==> config.mk <==
export PLATFORM = sky130hd
export DESIGN_NAME = psm_divider
export DESIGN_NICKNAME = d
export VERILOG_FILES = /design/src/hdl/psm_pkg.sv /design/src/hdl/psm_divider.sv
export SDC_FILE = /design/constraint.sdc
export NUM_CORES = 1
export LEC_CHECK = 0
export BUFFER_PORTS_ARGS = -buffer_cell sky130_fd_sc_hd__buf_2
export CAP_MARGIN = 20
export CORE_MARGIN = 2
export CORE_UTILIZATION = 53
export DETAILED_ROUTE_END_ITERATION = 7
export GPL_TIMING_DRIVEN = 0
export PLACE_DENSITY = 0.78
export SLEW_MARGIN = 25
export SYNTH_ARGS = -nofsm -noshare
export SYNTH_HDL_FRONTEND = slang
export SYNTH_SLANG_ARGS = --single-unit
==> constraint.sdc <==
create_clock -name clk -period 2.43 [get_ports clk]
set_clock_uncertainty 0.15 [all_clocks]
set_input_delay 0.1215 -clock clk [delete_from_list [all_inputs] [get_ports clk]]
set_output_delay 0.1215 -clock clk [all_outputs]
set_load 0.05 [all_outputs]
==> src/hdl/psm_pkg.sv <==
// shared constants, sequencer state type and mask port request for the polygon mask block
// no dependencies
package psm_pkg;

    localparam int MAX_VERTS = 64;
    localparam int MAX_SPAN  = 256;
    localparam int FRAC_BITS = 16;

    localparam int COORD_W = 10;                       // image coordinate
    localparam int REL_W   = $clog2(MAX_SPAN);         // offset inside the box
    localparam int SIZE_W  = 11;                       // box width / height
    localparam int VIDX_W  = $clog2(MAX_VERTS);        // vertex / edge / crossing index
    localparam int VCNT_W  = VIDX_W + 1;               // count up to MAX_VERTS + 1
    localparam int POS_W   = REL_W + 2;                // signed column cursor
    localparam int DIV_W   = REL_W + FRAC_BITS;        // dividend and quotient
    localparam int SLOPE_W = DIV_W + 1;
    localparam int PROD_W  = SLOPE_W + REL_W + 1;
    localparam int SUM_W   = PROD_W + 1;
    localparam int MADDR_W = 2 * REL_W;

    localparam logic [1:0] STATUS_OK       = 2'd0;
    localparam logic [1:0] STATUS_SPAN     = 2'd1;
    localparam logic [1:0] STATUS_TOO_MANY = 2'd2;

    localparam logic [1:0] CLASS_OUTSIDE  = 2'd0;
    localparam logic [1:0] CLASS_INSIDE   = 2'd1;
    localparam logic [1:0] CLASS_BOUNDARY = 2'd2;

    localparam logic CMD_LOAD = 1'b0;
    localparam logic CMD_READ = 1'b1;

    localparam logic KIND_REPORT = 1'b0;
    localparam logic KIND_READ   = 1'b1;

    typedef enum logic [4:0] {
        ST_IDLE,
        ST_READ,
        ST_BOX_RD,
        ST_BOX_ACC,
        ST_BOX_CHK,
        ST_CLEAR,
        ST_EDGE_RD,
        ST_EDGE,
        ST_DIV,
        ST_HLINE,
        ST_NEXT_V,
        ST_ROW,
        ST_E_RD,
        ST_E_CHK,
        ST_E_X0,
        ST_E_X1,
        ST_RUN,
        ST_INS_RD,
        ST_INS_CMP,
        ST_NEXT_E,
        ST_PAIR,
        ST_PA,
        ST_PB,
        ST_PZ,
        ST_FILL_RD,
        ST_FILL_WR,
        ST_REPORT
    } psm_state_t;

    typedef struct packed {
        logic                    wr;
        logic                    rd;
        logic signed [POS_W-1:0] col;
        logic [REL_W-1:0]        row;
        logic [1:0]              data;
    } psm_mask_req_t;

endpackage

==> src/hdl/psm_divider.sv <==
// iterative restoring divider, one quotient bit per cycle, for the edge slopes
// depends on psm_pkg
module psm_divider
    import psm_pkg::*;
(
    input  logic             clk,
    input  logic             rst_n,
    input  logic             start,
    input  logic [DIV_W-1:0] dividend,
    input  logic [REL_W-1:0] divisor,
    output logic             done,
    output logic [DIV_W-1:0] quotient
);

    localparam int CNT_W = $clog2(DIV_W + 1);

    logic             busy_reg, busy_next;
    logic             done_reg, done_next;
    logic [CNT_W-1:0] cnt_reg, cnt_next;
    logic [REL_W-1:0] rem_reg, rem_next;
    logic [DIV_W-1:0] q_reg, q_next;
    logic [REL_W-1:0] dvs_reg, dvs_next;
    logic [REL_W:0]   trial;

    always_comb
    begin
        busy_next = busy_reg;
        done_next = 1'b0;
        cnt_next  = cnt_reg;
        rem_next  = rem_reg;
        q_next    = q_reg;
        dvs_next  = dvs_reg;
        trial     = {rem_reg, q_reg[DIV_W-1]};
        if (start)
        begin
            busy_next = 1'b1;
            cnt_next  = CNT_W'(DIV_W);
            rem_next  = '0;
            q_next    = dividend;
            dvs_next  = divisor;
        end
        else if (busy_reg)
        begin
            if (trial >= {1'b0, dvs_reg})
            begin
                rem_next = REL_W'(trial - {1'b0, dvs_reg});
                q_next   = {q_reg[DIV_W-2:0], 1'b1};
            end
            else
            begin
                rem_next = trial[REL_W-1:0];
                q_next   = {q_reg[DIV_W-2:0], 1'b0};
            end
            cnt_next = cnt_reg - 1'b1;
            if (cnt_reg == CNT_W'(1))
            begin
                busy_next = 1'b0;
                done_next = 1'b1;
            end
        end
    end

    always_ff @(posedge clk or negedge rst_n)
    begin
        if (!rst_n)
        begin
            busy_reg <= 1'b0;
            done_reg <= 1'b0;
            cnt_reg  <= '0;
        end
        else
        begin
            busy_reg <= busy_next;
            done_reg <= done_next;
            cnt_reg  <= cnt_next;
        end
    end

    always_ff @(posedge clk)
    begin
        rem_reg <= rem_next;
        q_reg   <= q_next;
        dvs_reg <= dvs_next;
    end

    assign done     = done_reg;
    assign quotient = q_reg;

endmodule

# After elaboration in Yosys (flattened, before gate mapping)
# Cells that the tools add are included.
# op_classes
magnitude_cmp	1
mux	12
eq_ne	1
add_sub_neg	2
n_reduce_logical	1
# op_table
operator	count
24-bit 2-to-1 mux	2
5-bit 2-to-1 mux	2
9-bit by 8-bit >= comparator with 1-bit output	1
8-bit 2-to-1 mux	1
8-bit subtractor	1
1-bit 2-to-1 mux	7
5-bit by 1-bit equality test with 1-bit output (second input constant)	1
5-bit by 1-bit subtractor with 5-bit output (second input constant)	1
2-bit nonzero test	1
# totals
regBits	47
input_bits	35
out_inout_bits	25
elab_cells	23

# Logic depth before layout (Yosys ltp)
# depth
ltp_word	4
depth_mapped	8
mapped_depth_nobuf	8

# Worst setup path before layout
# No wires, ideal clock.
# synth_path
kind	reg2reg
start	register q_reg[23] (netlist: quotient[23])
end	register rem_reg[6]
setup_time_ps	91
arrival_ps	2204
stages_incl_launch_ff	9
t_required_ps	2189
path_buffers	0
synth_period_minus_slack_ps	2445
slack_ps	-15
cell_sequence	edfxtp_1 > inv_1 > ha_1 > fa_1 > nand2b_1 > a21oi_1 > mux2i_1 > o22ai_1 > a311oi_1
# synth_between
elab_chain_len	2
elab_cells_between_ends	3
cone_classes	add/sub: 1; order compare: 1; mux: 1
# synth_rtl
element	line	text
start, declared	psm_divider.sv:21	logic [DIV_W-1:0] q_reg, q_next;
start signal, assigned	psm_divider.sv:82	q_reg <= q_next;
8-bit subtractor / 9-bit by 8-bit >= comparator with 1-bit output (equally long branches)	psm_divider.sv:46, psm_divider.sv:44	
8-bit 2-to-1 mux *	psm_divider.sv:44	if (trial >= {1'b0, dvs_reg})
end signal, assigned	psm_divider.sv:81	rem_reg <= rem_next;
end, declared	psm_divider.sv:20	logic [REL_W-1:0] rem_reg, rem_next;
# Every way passes the cells marked *; elsewhere a longest branch is shown, timed or not.
# A chain may end at the register's enable or synchronous reset.

# Final worst setup path
# layout_path
start	register dvs_reg[6]
end	register q_reg[0] (netlist: quotient[0]), data pin
# layout_between
elab_chain_len	4
# layout_rtl
element	line	text
start, declared	psm_divider.sv:22	logic [REL_W-1:0] dvs_reg, dvs_next;
start signal, assigned	psm_divider.sv:83	dvs_reg <= dvs_next;
9-bit by 8-bit >= comparator with 1-bit output	psm_divider.sv:44	
1-bit 2-to-1 mux	psm_divider.sv:44	
24-bit 2-to-1 mux	psm_divider.sv:42	else if (busy_reg)
24-bit 2-to-1 mux	psm_divider.sv:34	if (start)
net q_next[0]	psm_divider.sv:21	
# The timed path passes the listed nets, and every way through them passes these cells. The select of a mux whose other input is x is not followed.

==> impl_metrics.yaml <==
die:
  initial_utilization: 0.5506
  core-area_um2: 4354
  rows: 24
  dieArea_um2: 5077
  ios: 60
  die_w_um: 71.26
  die_h_um: 71.26
global_routing:
  grt_pass1_vias: 2024
  gr-usage-met1: 0.2949
  grt_util_met3: 0.04219
  grt_overflow: 0
  gr-max-usage-layer: "met2"
  antenna_found_initial: 0
  grtUsageTotal: 0.2438
  use_met2: 0.4270
  grt_pass1_wl_um: 9397
  grt_start_max_net_pins: 25
finish:
  fin_nets: 344
  num-fill-cells: 274
  final_cell_mix: "buf_2, dlygate4sd3_1, edfxtp_1"
  antenna_cells: 0
  final_common_cell: "buf_2"
  area_growth_pct: 34.03
  largest_register_ff_count: 24
  design_area_um2: 3213
  drive_gt1_frac: 0.3411
  instances_no_fill: 351
synth:
  syn_nets: 244
  synth_edf_count: 32
  synth_ff_type: "edfxtp_1"
  synthCells: 198
  ys_seq_elements: 47
  yosys_warnings: 0
  ys_types: 48
  synth_seq_area_share: 0.5407
  synth-async-reset-ratio: 0.1489
  syn_area_per_cell_um2: 12.11
  synthesis.area_um2: 2397
routing:
  drtIter0Drc: 125
  detail-route-antenna-nets: 0
  wirelength_um: 5868
  wl_per_cell_um: 16.72
  drt-pass1-iter-count: 4
  vias_per_cell: 5.601
  vias: 1966
  drc_errors: 0
sta:
  fin_ws_ns: 0.1014
  setup_viol: 0
  tightest_slew_ns: 0.5939
  clock.fmax_ghz: 0.4294
  fin_crit_ns: 2.329
  finalCritPeriodShare: 0.9583
  slew_headroom: 0.6027
  holdWs_ns: 0.02968
  rsz0062_at_grt: "no"
  hold_violations: 0
  maxSlewViolCount: 0
power_and_ir_drop:
  pwr-share-seq: 0.406
  switching_share: 0.3888
  powerDensity_nw_per_um2: 850.3
  p_sw_uw: 1062
  p_leak_uw: 0.001385
  pwr-share-clk: 0.170
  vdd_drop_max_v: 0.0005261
  combPwrFrac: 0.424
  p_int_uw: 1670
worst_setup_path:
  arrival_ns: 2.23
  critPathRequiredTime_ns: 2.34
  worstSetupPathType: "reg2reg"
  cp-start-kind: "flip-flop"
  endpoint_kind: "flip-flop"
  crit_fanout: 9
placed_design:
  place_ws_ns: -0.09019
  dpl-instance-area_um2: 2761
  hpwl_um: 3549
  dpl.cell_count: 309
  gp_congestion: 0.8373
  io_buffers: 59
clock_network:
  clockBufferDepth: 2
  root_buffer: "clkbuf_8"
  clk_latency_ns: 0.30
  numCtsBuffers: 5
  clock_sinks: 47
  cts_tree: "yes"
  clk_pin_slew_ns: 0.09
  cts_max_level: 2
min_path:
  hold_class: "in2async"
run:
  drv_cap: 0
run_status:
  status: "completed"
-- power groups by stage --
stage          logic [uW]  clock network (uW)  registers, uW
2_1_floorplan         645                   0           1290
3_3_place_gp         1030                   0           1110
3_5_place_dp         1050                   0           1120
4_1_cts              1100                 466           1100
5_1_grt              1260                 505           1130
6_report             1160                 463           1110
-- area by class of cell --
type / count / area, um^2 / share of cell area
multi-input combinational: 131 / 1056 / 0.3287
clock inverter: 2 / 12.51 / 0.003894
clock buffer: 6 / 72.57 / 0.02259
buffer: 7 / 28.78 / 0.008956
timing repair buffer: 93 / 633.1 / 0.1970
sequential: 47 / 1296 / 0.4034
inverter: 13 / 48.80 / 0.01519
tap: 52 / 65.06 / 0.02025
-- worst max-delay path: stages, from the launching register on --
cell and delay, ns:
edfxtp_1 0.37, inv_1 0.06, ha_1 0.21, buf_2 0.17, a21o_1 0.22, a211oi_4 0.43, nand2_2 0.16, mux2_2 0.31
-- per-stage QoR --
stage                     total power (uW)  setup TNS, ns    util
after floorplan                       1932              0       -
after global placement                2143         -1.719  0.6342
after detailed placement              2169         -2.141  0.6342
after CTS                             2665              0  0.7296
after global routing                  2887              0  0.7379
final                                 2732              0  0.7379
-- path summary, 6_finish.rpt --
check                      startpoint          end  slack (ns)  depth (start not counted)
max                        dvs_reg[6]  quotient[0]        0.10                          7
min                             rst_n   cnt_reg[3]        0.03                          2
max reg2reg                dvs_reg[6]  quotient[0]        0.10                          7
min reg2reg                rem_reg[6]   rem_reg[6]        0.36                          2
max in group asynchronous       rst_n   cnt_reg[4]        1.95                          2
min in group clk                start   dvs_reg[1]        0.03                          1
-- cells in the mapped netlist, types with 4 or more instances --
library cell | number | area, um^2
edfxtp_1 | 32 | 960.9
mux2_2 | 24 | 270.3
nor2_1 | 18 | 67.56
nand2_1 | 13 | 48.80
inv_1 | 11 | 41.29
ha_1 | 10 | 125.1
dfxtp_1 | 8 | 160.2
dfrtp_1 | 7 | 175.2
nand3_1 | 6 | 30.03
o21ai_0 | 6 | 30.03
xnor2_1 | 5 | 43.79
nand2b_1 | 4 | 25.02
-- logic make-up after synthesis --
| logic type | after synthesis | synth area share |
|---|---|---|
| AND/OR/NAND/NOR | 55 | 0.1127 |
| flip-flops | 47 | 0.5407 |
| AO/OA/AOI/OAI | 33 | 0.1112 |
| multiplexers | 25 | 0.1169 |
| buffers and inverters | 20 | 0.03236 |
| adder cells (fa/ha/maj) | 11 | 0.06054 |
| XOR/XNOR | 7 | 0.02557 |
-- layer usage --
metal,share of wire,vias up
met4,0.029,0
met1,0.41,950
met2,0.52,68
li1,-,931
met3,0.047,17
met5,0,-
-- repair_timing --
| item | CTS | global route |
|---|---|---|
| buffers inserted | 0 | 1 |
| endpoints found under the hold margin | 39 | 0 |
| resized for setup | 0 | 3 |
| setup endpoints to repair | 0 | 4 |
| hold buffers | 33 | 0 |
Power figures use the tool's default switching activity.
